--- src/smtk_pkg.sv ---
// Shared types and constants for the score map top-k keypoint selector.
// No dependencies.
package smtk_pkg;
  localparam int MAX_WIDTH = 1024;
  localparam int MAX_HEIGHT = 1024;
  localparam int TOP_K = 32;
  localparam int CW = $clog2(MAX_WIDTH);
  localparam int RW = $clog2(MAX_HEIGHT);
  localparam int KW = $clog2(TOP_K + 1);
  localparam int POS_W = 26;

  localparam logic [2:0] REG_THRESH = 3'd0;
  localparam logic [2:0] REG_BORDER = 3'd1;
  localparam logic [2:0] REG_WIDTH  = 3'd2;
  localparam logic [2:0] REG_HEIGHT = 3'd3;
  localparam logic [2:0] REG_KEEP   = 3'd4;
  localparam logic [2:0] REG_XSCALE = 3'd5;
  localparam logic [2:0] REG_YSCALE = 3'd6;

  typedef struct packed {
    logic [15:0] score;
    logic [CW-1:0] col;
    logic [RW-1:0] row;
  } entry_t;

  typedef struct packed {
    logic       keep;
    logic       frame_end;
    entry_t     ent;
  } cmd_t;
endpackage

--- src/smtk_front.sv ---
// Front end: raster counters and survivor classification.
// Depends on smtk_pkg.
module smtk_front (
  input  logic clk,
  input  logic rst_n,
  input  logic acc,
  input  logic [15:0] score,
  input  logic allowed,
  input  logic [15:0] thresh,
  input  logic [7:0] border,
  input  logic [10:0] map_w,
  input  logic [10:0] map_h,
  output smtk_pkg::cmd_t cmd
);
  import smtk_pkg::*;
  logic [CW-1:0] col_r, col_nxt;
  logic [RW-1:0] row_r, row_nxt;
  logic [12:0] w, h, b2;
  logic in_x, in_y, row_end;

  always_comb begin
    w = (map_w == 11'd0) ? 13'd1 : (map_w > 11'(MAX_WIDTH)) ? 13'(MAX_WIDTH) : 13'(map_w);
    h = (map_h == 11'd0) ? 13'd1 : (map_h > 11'(MAX_HEIGHT)) ? 13'(MAX_HEIGHT) : 13'(map_h);
    b2 = {4'd0, border, 1'b0};
    in_x = (b2 < w) && (13'(col_r) >= 13'(border)) && (13'(col_r) < w - 13'(border));
    in_y = (b2 < h) && (13'(row_r) >= 13'(border)) && (13'(row_r) < h - 13'(border));
    row_end = 13'(col_r) + 13'd1 >= w;
    cmd.frame_end = row_end && (13'(row_r) + 13'd1 >= h);
    cmd.keep = (score > thresh) && allowed && in_x && in_y;
    cmd.ent = '{score: score, col: col_r, row: row_r};
    col_nxt = row_end ? '0 : col_r + 1'b1;
    row_nxt = cmd.frame_end ? '0 : row_end ? row_r + 1'b1 : row_r;
  end

  always_ff @(posedge clk) begin
    if (!rst_n) begin
      col_r <= '0;
      row_r <= '0;
    end else if (acc) begin
      col_r <= col_nxt;
      row_r <= row_nxt;
    end
  end
endmodule

--- src/smtk_back.sv ---
// Back end: sorted top-k list, insertion and emission sequencer.
// Depends on smtk_pkg.
module smtk_back (
  input  logic clk,
  input  logic rst_n,
  input  logic cmd_vld,
  input  smtk_pkg::cmd_t cmd,
  output logic cmd_rdy,
  input  logic [5:0] keep_cnt,
  input  logic [15:0] xs,
  input  logic [15:0] ys,
  output logic out_valid,
  output logic [25:0] out_x_pos,
  output logic [25:0] out_y_pos,
  output logic [15:0] out_point_score,
  output logic out_found,
  output logic out_last_of_frame
);
  import smtk_pkg::*;
  typedef enum logic [1:0] {S_RUN, S_EMIT, S_MUL} st_t;
  st_t st_r;
  entry_t ent_r [TOP_K];
  logic [KW-1:0] tot_r, idx_r, n_r;
  logic [KW-1:0] k, tot_c, p;
  logic [TOP_K-1:0] ge;
  logic [CW+15:0] xp_r;
  logic [RW+15:0] yp_r;
  logic [15:0] sc_r;
  logic lst_r;

  assign cmd_rdy = (st_r == S_RUN);
  always_comb begin
    k = (keep_cnt == 6'd0) ? KW'(1) : (7'(keep_cnt) > 7'(TOP_K)) ? KW'(TOP_K) : KW'(keep_cnt);
    tot_c = (tot_r > k) ? k : tot_r;
    for (int i = 0; i < TOP_K; i++)
      ge[i] = (KW'(i) < tot_c) && (ent_r[i].score >= cmd.ent.score);
    p = KW'($countones(ge));
  end

  always_ff @(posedge clk) begin
    if (!rst_n) begin
      st_r <= S_RUN;
      tot_r <= '0;
      idx_r <= '0;
      n_r <= '0;
      out_valid <= 1'b0;
    end else begin
      out_valid <= 1'b0;
      unique case (st_r)
        S_RUN: begin
          if (cmd_vld) begin
            logic [KW-1:0] t;
            t = tot_c;
            if (cmd.keep && p < k) begin
              for (int i = TOP_K - 1; i > 0; i--)
                if (KW'(i) > p && KW'(i) < k) ent_r[i] <= ent_r[i-1];
              for (int i = 0; i < TOP_K; i++)
                if (KW'(i) == p) ent_r[i] <= cmd.ent;
              if (t < k) t = t + 1'b1;
              tot_r <= t;
            end
            if (cmd.frame_end) begin
              n_r <= t;
              idx_r <= '0;
              st_r <= S_MUL;
            end
          end
        end
        S_MUL: begin
          if (n_r == '0) begin
            xp_r <= '0;
            yp_r <= '0;
            sc_r <= '0;
            lst_r <= 1'b1;
          end else begin
            xp_r <= {16'd0, ent_r[idx_r[$clog2(TOP_K)-1:0]].col} * {10'd0, xs};
            yp_r <= {16'd0, ent_r[idx_r[$clog2(TOP_K)-1:0]].row} * {10'd0, ys};
            sc_r <= ent_r[idx_r[$clog2(TOP_K)-1:0]].score;
            lst_r <= (idx_r + 1'b1 == n_r);
          end
          st_r <= S_EMIT;
        end
        S_EMIT: begin
          out_valid <= 1'b1;
          out_x_pos <= POS_W'(xp_r);
          out_y_pos <= POS_W'(yp_r);
          out_point_score <= sc_r;
          out_found <= (n_r != '0);
          out_last_of_frame <= lst_r;
          idx_r <= idx_r + 1'b1;
          if (lst_r) begin
            st_r <= S_RUN;
            tot_r <= '0;
          end else begin
            st_r <= S_MUL;
          end
        end
        default: st_r <= S_RUN;
      endcase
    end
  end

`ifndef SYNTH
  a_cnt: assert property (@(posedge clk) disable iff (!rst_n) tot_r <= KW'(TOP_K))
    else $error("kept total over depth");
  a_emit: assert property (@(posedge clk) disable iff (!rst_n)
    out_valid |-> st_r != S_EMIT) else $error("emit overlap");
  a_clr: assert property (@(posedge clk) disable iff (!rst_n)
    (out_valid && out_last_of_frame) |-> tot_r == '0) else $error("list not cleared");
`endif
endmodule

--- src/smtk_queue.sv ---
// Two-entry command queue between front and back ends.
// Depends on smtk_pkg.
module smtk_queue (
  input  logic clk,
  input  logic rst_n,
  input  logic wr,
  input  smtk_pkg::cmd_t wd,
  output logic full,
  output logic vld,
  output smtk_pkg::cmd_t rd,
  input  logic rdy
);
  import smtk_pkg::*;
  cmd_t q_r [2];
  logic wp_r, rp_r;
  logic [1:0] cnt_r;
  logic pop;
  assign vld = cnt_r != 2'd0;
  assign full = cnt_r == 2'd2;
  assign rd = q_r[rp_r];
  assign pop = vld && rdy;
  always_ff @(posedge clk) begin
    if (!rst_n) begin
      wp_r <= 1'b0;
      rp_r <= 1'b0;
      cnt_r <= '0;
    end else begin
      if (wr) begin
        q_r[wp_r] <= wd;
        wp_r <= ~wp_r;
      end
      if (pop) rp_r <= ~rp_r;
      cnt_r <= cnt_r + 2'(wr) - 2'(pop);
    end
  end
endmodule

--- src/score_map_top_k_keypoint_select_core.sv ---
// Top level of the score map top-k keypoint selector.
// Depends on smtk_pkg, smtk_front, smtk_queue, smtk_back.
//
// Usage: drive in_score/in_allowed with start high; a pixel is taken at an
// edge where start is high and busy is low, in raster order. Registers are
// written through cfg_valid/cfg_ready with cfg_index/cfg_data while idle.
// Throughput: one pixel per cycle during a frame while busy is low; the back end
// inserts into the sorted list in its run state, with a two-entry queue
// between classification and insertion.
// After the last pixel of a frame busy stays high while results are sent:
// each result passes a position multiply state, then the output register;
// an empty frame gives one result with out_found low. Each result is shown
// for one cycle with out_valid high; the receiver cannot stall. The first
// result is driven once the last pixel has passed the queue, the insertion,
// the multiply state and the output register; busy drops after the last result.
// Reset: counters zero, list empty, registers at their defaults.
module score_map_top_k_keypoint_select_core (
  input  logic clk,
  input  logic rst_n,
  input  logic start,
  output logic busy,
  input  logic [15:0] in_score,
  input  logic in_allowed,
  input  logic cfg_valid,
  output logic cfg_ready,
  input  logic [2:0] cfg_index,
  input  logic [15:0] cfg_data,
  output logic out_valid,
  output logic [25:0] out_x_pos,
  output logic [25:0] out_y_pos,
  output logic [15:0] out_point_score,
  output logic out_found,
  output logic out_last_of_frame
);
  import smtk_pkg::*;
  logic [15:0] thr_r, xs_r, ys_r;
  logic [7:0] bor_r;
  logic [10:0] w_r, h_r;
  logic [5:0] k_r;
  logic acc, full, qv, qr, hold_r;
  cmd_t fc, qc;

  assign cfg_ready = 1'b1;
  assign acc = start && !busy;
  assign busy = full || hold_r;

  always_ff @(posedge clk) begin
    if (!rst_n) begin
      thr_r <= 16'd328; bor_r <= 8'd4; w_r <= 11'd640; h_r <= 11'd480;
      k_r <= 6'd32; xs_r <= 16'd256; ys_r <= 16'd256; hold_r <= 1'b0;
    end else begin
      if (acc && fc.frame_end) hold_r <= 1'b1;
      else if (out_valid && out_last_of_frame) hold_r <= 1'b0;
      if (cfg_valid) begin
        unique case (cfg_index)
          REG_THRESH: thr_r <= cfg_data;
          REG_BORDER: bor_r <= cfg_data[7:0];
          REG_WIDTH:  w_r <= cfg_data[10:0];
          REG_HEIGHT: h_r <= cfg_data[10:0];
          REG_KEEP:   k_r <= cfg_data[5:0];
          REG_XSCALE: xs_r <= cfg_data;
          REG_YSCALE: ys_r <= cfg_data;
          default: ;
        endcase
      end
    end
  end

  smtk_front u_front (.clk, .rst_n, .acc, .score(in_score), .allowed(in_allowed),
    .thresh(thr_r), .border(bor_r), .map_w(w_r), .map_h(h_r), .cmd(fc));
  smtk_queue u_queue (.clk, .rst_n, .wr(acc), .wd(fc), .full, .vld(qv), .rd(qc), .rdy(qr));
  smtk_back u_back (.clk, .rst_n, .cmd_vld(qv), .cmd(qc), .cmd_rdy(qr), .keep_cnt(k_r),
    .xs(xs_r), .ys(ys_r), .out_valid, .out_x_pos, .out_y_pos, .out_point_score,
    .out_found, .out_last_of_frame);
endmodule
--- config.mk ---
export PLATFORM = sky130hd
export DESIGN_NAME = score_map_top_k_keypoint_select_core
export DESIGN_NICKNAME = d
export VERILOG_FILES = /design/src/smtk_pkg.sv /design/src/smtk_front.sv /design/src/smtk_back.sv /design/src/smtk_queue.sv /design/src/score_map_top_k_keypoint_select_core.sv
export SDC_FILE = /design/constraint.sdc
export NUM_CORES = 2
export LEC_CHECK = 0
export ABC_AREA = 1
export BUFFER_PORTS_ARGS = -buffer_cell sky130_fd_sc_hd__buf_4
export CAP_MARGIN = 10
export CORE_UTILIZATION = 40
export CTS_CLUSTER_DIAMETER = 200
export DETAILED_ROUTE_END_ITERATION = 7
export PLACE_DENSITY = 0.65
export SYNTH_ARGS = -nofsm -noshare
export SYNTH_HDL_FRONTEND = slang
export SYNTH_SLANG_ARGS = --single-unit
--- constraint.sdc ---
create_clock -name clk -period 12.4 [get_ports clk]
set_input_delay 0 -clock clk [delete_from_list [all_inputs] [get_ports clk]]
set_output_delay 0 -clock clk [all_outputs]
set_load 0.02 [all_outputs]
### Yosys cells after proc, flatten, opt, wreduce, memory -nomap -nowiden

Memory sizes are Yosys's and may differ from the RTL's. A register that Yosys moved wholly into a read port is not among the register bits.
Cells that the tools add are included.

| cells by class | value |
|---|---|
| add/subtract/negate cells | 41 |
| $mul | 2 |
| divide/modulo/power cells | 0 |
| order comparisons | 141 |
| eq/ne operators | 45 |
| shifts and indexed selects | 0 |
| muxes and demuxes | 442 |
| bitwise operators | 33 |
| reductions and logical operators | 104 |

Operators by type and width:

| cell | count |
|---|---|
| 2-to-1 mux 36 bit | 31 |
| greater-or-equal comparator 16 bit | 32 |
| 2-to-1 mux 1 bit | 386 |
| < comparator 5 x 6 -> 1 bit, first input constant | 32 |
| equality test 5 x 6 -> 1 bit, first input constant | 16 |
| > comparator 5 x 6 -> 1 bit, first input constant | 16 |
| < comparator 4 x 6 -> 1 bit, first input constant | 16 |
| adder 6 bit | 15 |
| logical AND 1 bit | 76 |
| 2-to-1 mux 6 bit | 10 |
| multiplier 10 x 16 -> 26 bit | 2 |
| equality test 4 x 6 -> 1 bit, first input constant | 8 |
| > comparator 4 x 6 -> 1 bit, first input constant | 8 |
| < comparator 3 x 6 -> 1 bit, first input constant | 8 |
| adder 1 x 1 -> 2 bit | 16 |
| OR 1 bit | 31 |
| 2-to-1 mux 10 bit | 3 |
| greater-or-equal comparator 13 bit | 2 |
| < comparator 10 x 13 -> 1 bit | 2 |
| < comparator 9 x 13 -> 1 bit | 2 |
| 2-to-1 mux 13 bit | 2 |
| subtractor 13 x 8 -> 13 bit | 2 |
| equality test 3 x 6 -> 1 bit, first input constant | 4 |
| > comparator 3 x 6 -> 1 bit, first input constant | 4 |
| 42 further kinds | 84 |

| word-level totals | value |
|---|---|
| register bits | 269 |
| latch bits | 0 |
| memory bits (writable) | 1,228 |
| ROM bits | 0 |
| bits of input ports | 40 |
| output and inout port bits | 73 |
| memories kept | 2 |

Memories:

| name | words | width | rd ports | clocked after Yosys merged registers in | write ports | RTL line | RTL |
|---|---|---|---|---|---|---|---|
| u_back.ent_r | 32 | 36 | 33 | 1 | 32 | smtk_back.sv:22 | `entry_t ent_r [TOP_K];` |
| u_queue.q_r | 2 | 38 | 1 | 1 | 1 | smtk_queue.sv:14 | `cmd_t q_r [2];` |

### Longest topological paths before layout

| logic depth | value |
|---|---|
| word-level depth | 21 |
| mapped depth | 50 |

### Modules after synthesis

From an unflattened synthesis, not the netlist that was laid out.

| second synthesis, totals | value |
|---|---|
| cell total of the unflattened synthesis | 10,836 |
| area, all modules | 96,422.5 um^2 |

Modules (own cells, without submodules):

| module | instances | cells each | area each (um^2) | seq. area each (um^2) |
|---|---|---|---|---|
| smtk_back | 1 | 9,492 | 85,524.5 | 39,287.7 |
| smtk_front | 1 | 701 | 4,438.0 | 400.4 |
| score_map_top_k_keypoint_select_core | 1 | 488 | 3,392.0 | 1,701.6 |
| smtk_queue | 1 | 155 | 3,067.9 | 2,382.3 |

### Worst setup path before layout

OpenSTA, ideal clock, no wires.

| timing path | value |
|---|---|
| path type | register to register |
| from | register (tool-made name) |
| to | memory u_back.ent_r[10][0] in the netlist's numbering (enable) |
| setup time | 0.484 ns |
| data arrival time | 11.310 ns |
| data required time | 11.916 ns |
| slack | 0.607 ns |
| stages on the path, launching flop included | 36 |
| buffers on the path | 3 |
| period minus slack after synthesis | 11.793 ns |
| path through | dfxtp_1 inv_1 clkbuf_1 clkbuf_1 or2_2 o21ai_0 clkbuf_1 ha_1 a21oi_1 nor2_1 a2111oi_0 o31ai_1 o22a_1 ha_1 fa_1 inv_1 fa_1 fa_1 inv_1 fa_1 fa_1 ha_1 fa_1 nand2_1 inv_1 nor2_1 ha_1 a21oi_1 nor2_1 a211oi_1 nand3_4 nor2_4 inv_2 nor2_1 inv_1 o31ai_1 |

RTL lines:

| element | RTL line |
|---|---|
| to (decl) | smtk_back.sv:22 |

==> out/results.txt <==
maximum vdd ir drop = 367 uV
Tightest Pin Transition = 1.25 ns
flop and latch count out of synthesis = 1,503
sequential area share after synthesis = 45.7%
syn_nets = 11,600
DRT iter0 DRCs = 9,352
number of max-cap violations = 0
first-pass GRT wire length = 457,000 um
Setup Viol. Count Final = 0
Hold Path Class = input port to register
reg2reg path depth = 36
fraction of registers with async set or reset after synthesis = 0%
CTS tree = done
final hold violations = 0
Max Clock Skew = 0.0404 ns
nets@finish = 11,400
htree depth = 4
relative slew slack = 16.4%
clock slew at reported path FFs = 0.07 ns
commonest non-fill, non-tap cells in the layout = nand2_1 (1,762), o21ai_0 (1,680), edfxtp_1 (1,367)
full die area = 242,000 um^2
Tot GR Track Use = 24.2%
layout filler cell count = 22,600
routed length per instance = 21.8 um
Syn Inst Count = 10,500
wirelength, routed = 298,000 um
Starting Density = 40.3%
Critical Path Sink Type = register
IO buf count = 111
grt ovf = 0
Tcrit/Tclk final = 92.5%
Yosys Warn Count = 0
worst skew pair latency = 0.85 ns
EDFF count, synth = 1,367
row count = 179
Startpoint Class = register
vias in the first global route = 76,300
initial antenna violation count = 12
area grow syn2layout = 10.6%
die span in x = 492 um
IO Pins = 113
total core area = 238,000 um^2
top achievable clock speed = 87.2 MHz
share of the synthesized area in the top cell type = 42.8%
largest net degree at the start of global routing = 184
Synth Cell Area = 95,900 um^2
crit path max-delay cell type = o21ai_4
DIE HEIGHT = 492 um
routed vias = 79,000
crit path kind = register to register
setup TNS = 0 ns
Sink Count = 1,503
Post-route DRC = 0
critical path required time = 12.88 ns
fin. max-slew vios = 0
max incr delay on CP = 0.77 ns
vias per cell = 5.78
Synth area leader = edfxtp_1
pwr dens = 208 nW/um^2
WHS = 0.0947 ns
Leak = 43.1 nW
DRT Pass-1 Iters = 6
Post-DRT Antenna Nets = 0
number of setup buffers added after CTS = 0
layout cells sized above 1 = 8.23%
GP Congestion = 0.932
FF-to-FF setup slack = 0.93 ns
total CTS buffers = 167
maximum clock insertion buffer count = 3
ys flop type = edfxtp_1
Placed Area = 100,000 um^2
Worst Setup EP = u_back.ent_r[27][13]$_DFFE_PP_
Final HPWL DP = 207,000 um
fin area = 106,000 um^2
fin crit period = 11.47 ns
Root Driver = clkbuf_16
Mapped Avg Cell Area = 9.15 um^2
Worst Path Max Fanout = 20
fin util = 44.5%
most common cell after layout, fill and taps aside = nand2_1
RSZ-0062 raised after global routing = no
largest cells by area after synthesis = edfxtp_1 (43%), ha_1 (10%), o21ai_0 (8.9%)
status = finished clean
number of gates resized after CTS = 0
CP most frequent cell = fa_1
CP arrival = 11.94 ns
Netlist cell types = 63
FF-to-FF End = u_back.ent_r[27][13]$_DFFE_PP_
-- cell type report --
class / count / area, um^2 / area share, %
antenna: 8 / 20.0 / 0.0189
clock buffer: 214 / 4530 / 4.27
clock inverter: 94 / 733 / 0.691
inverter: 724 / 2740 / 2.58
multi-input combinational: 7608 / 47100 / 44.4
sequential: 1503 / 43800 / 41.3
tap: 3167 / 3960 / 3.74
timing repair buffer: 363 / 3160 / 2.98
-- kinds of logic after synthesis --
group                      Yosys count  synth area share [%]
adders and majority gates         1033                  15.4
DFF                               1503                  45.7
buffers and inverters             1369                  5.74
xor gates and xnor gates            48                 0.439
AOI/OAI and AO/OA                 3049                  18.3
and+or+nand+nor                   3477                  14.5
other                                1               0.00391
-- cells in the mapped netlist (4+ instances only) --
master / count
nand2_1: 1783
o21ai_0: 1708
edfxtp_1: 1367
nor2_1: 1278
ha_1: 785
inv_1: 711
a21oi_1: 619
clkbuf_1: 538
nand3_1: 260
fa_1: 248
o221ai_1: 228
a21oi_2: 203
dfxtp_1: 136
o22ai_1: 67
nor3_1: 58
o211ai_1: 54
a31oi_1: 43
nand4_1: 37
buf_6: 35
xor2_1: 34
buf_2: 31
buf_1: 26
o21a_1: 23
a211oi_1: 17
or2_2: 17
buf_4: 15
xnor2_1: 14
a21o_1: 13
a221oi_1: 13
o21bai_1: 11
o21ai_1: 10
inv_2: 9
nand2_2: 9
nor4_1: 8
nor2_8: 7
o2111ai_1: 7
o31ai_1: 7
o311ai_0: 6
nand3b_1: 5
nand3_2: 4
-- worst max-delay path: cells and delay by family (launching register included) --
| kind | cells | cell delay [ns] |
|---|---|---|
| DFF | 1 | 0.35 |
| buffers and inverters | 9 | 1.97 |
| adders and majority gates | 10 | 4.03 |
| AOI/OAI and AO/OA | 8 | 2.61 |
| and+or+nand+nor | 9 | 2.04 |
-- registers in the layout (all words and copies together) (netlist names), 6 cells and up, named ones only --
register                count
u_back.ent_r             1152
u_queue.q_r                76
u_back.out_x_pos           26
u_back.out_y_pos           26
u_back.xp_r                26
u_back.yp_r                26
thr_r                      16
u_back.out_point_score     16
u_back.sc_r                16
xs_r                       16
ys_r                       16
h_r                        11
w_r                        11
u_front.col_r              10
u_front.row_r              10
bor_r                       8
k_r                         6
u_back.idx_r                6
u_back.n_r                  6
u_back.tot_r                6
-- power by group --
| group | leakage (nW) | internal, mW | total, mW | switching [mW] |
|---|---|---|---|---|
| combinational | 27.0 | 2.75 | 9.46 | 6.71 |
| sequential | 13.6 | 7.10 | 7.69 | 0.596 |
| clock | 2.56 | 2.70 | 4.89 | 2.19 |
-- worst min path at each step --
stage	startpoint	end	slack (ns)	cells after the start
6_report	cfg_data[6]	h_r[6]$_SDFFE_PN1P_	0.09	4
5_1_grt	cfg_data[6]	h_r[6]$_SDFFE_PN1P_	0.09	4
4_1_cts	cfg_data[6]	h_r[6]$_SDFFE_PN1P_	0.02	4
3_5_place_dp	in_score[12]	u_queue.q_r[0][32]$_DFFE_PP_	0.21	1
3_3_place_gp	in_score[12]	u_queue.q_r[0][32]$_DFFE_PP_	0.20	1
2_1_floorplan	in_score[0]	u_queue.q_r[0][20]$_DFFE_PP_	0.1	0
-- through the flow --
stage               setup WS (ns)  power, mW  std cells
detailed placement           1.17       17.1      13300
CTS                          1.09       22.0      13700
finish                      0.934       22.0      13700
floorplan                   0.607       13.6      10500
global placement             1.15       16.8      13300
global route                0.356       23.4      13700
-- layer usage --
| metal | global-route usage [%] | up-vias | routed length (um) | part of all wire [%] |
|---|---|---|---|---|
| met4 | 7.38 | 6 | 8440 | 2.8 |
| met3 | 4.26 | 492 | 27200 | 9.1 |
| met2 | 38.9 | 3604 | 136000 | 46 |
| li1 | - | 36600 | - | - |
| met1 | 33.2 | 38400 | 126000 | 42 |
| met5 | 0 | - | 31 | 0.010 |
-- repair_timing --
action	CTS	global route
hold buffers	65	0
endpoints found under the hold margin	170	0
setup endpoints to repair	0	0
Power figures use the tool's default switching activity.
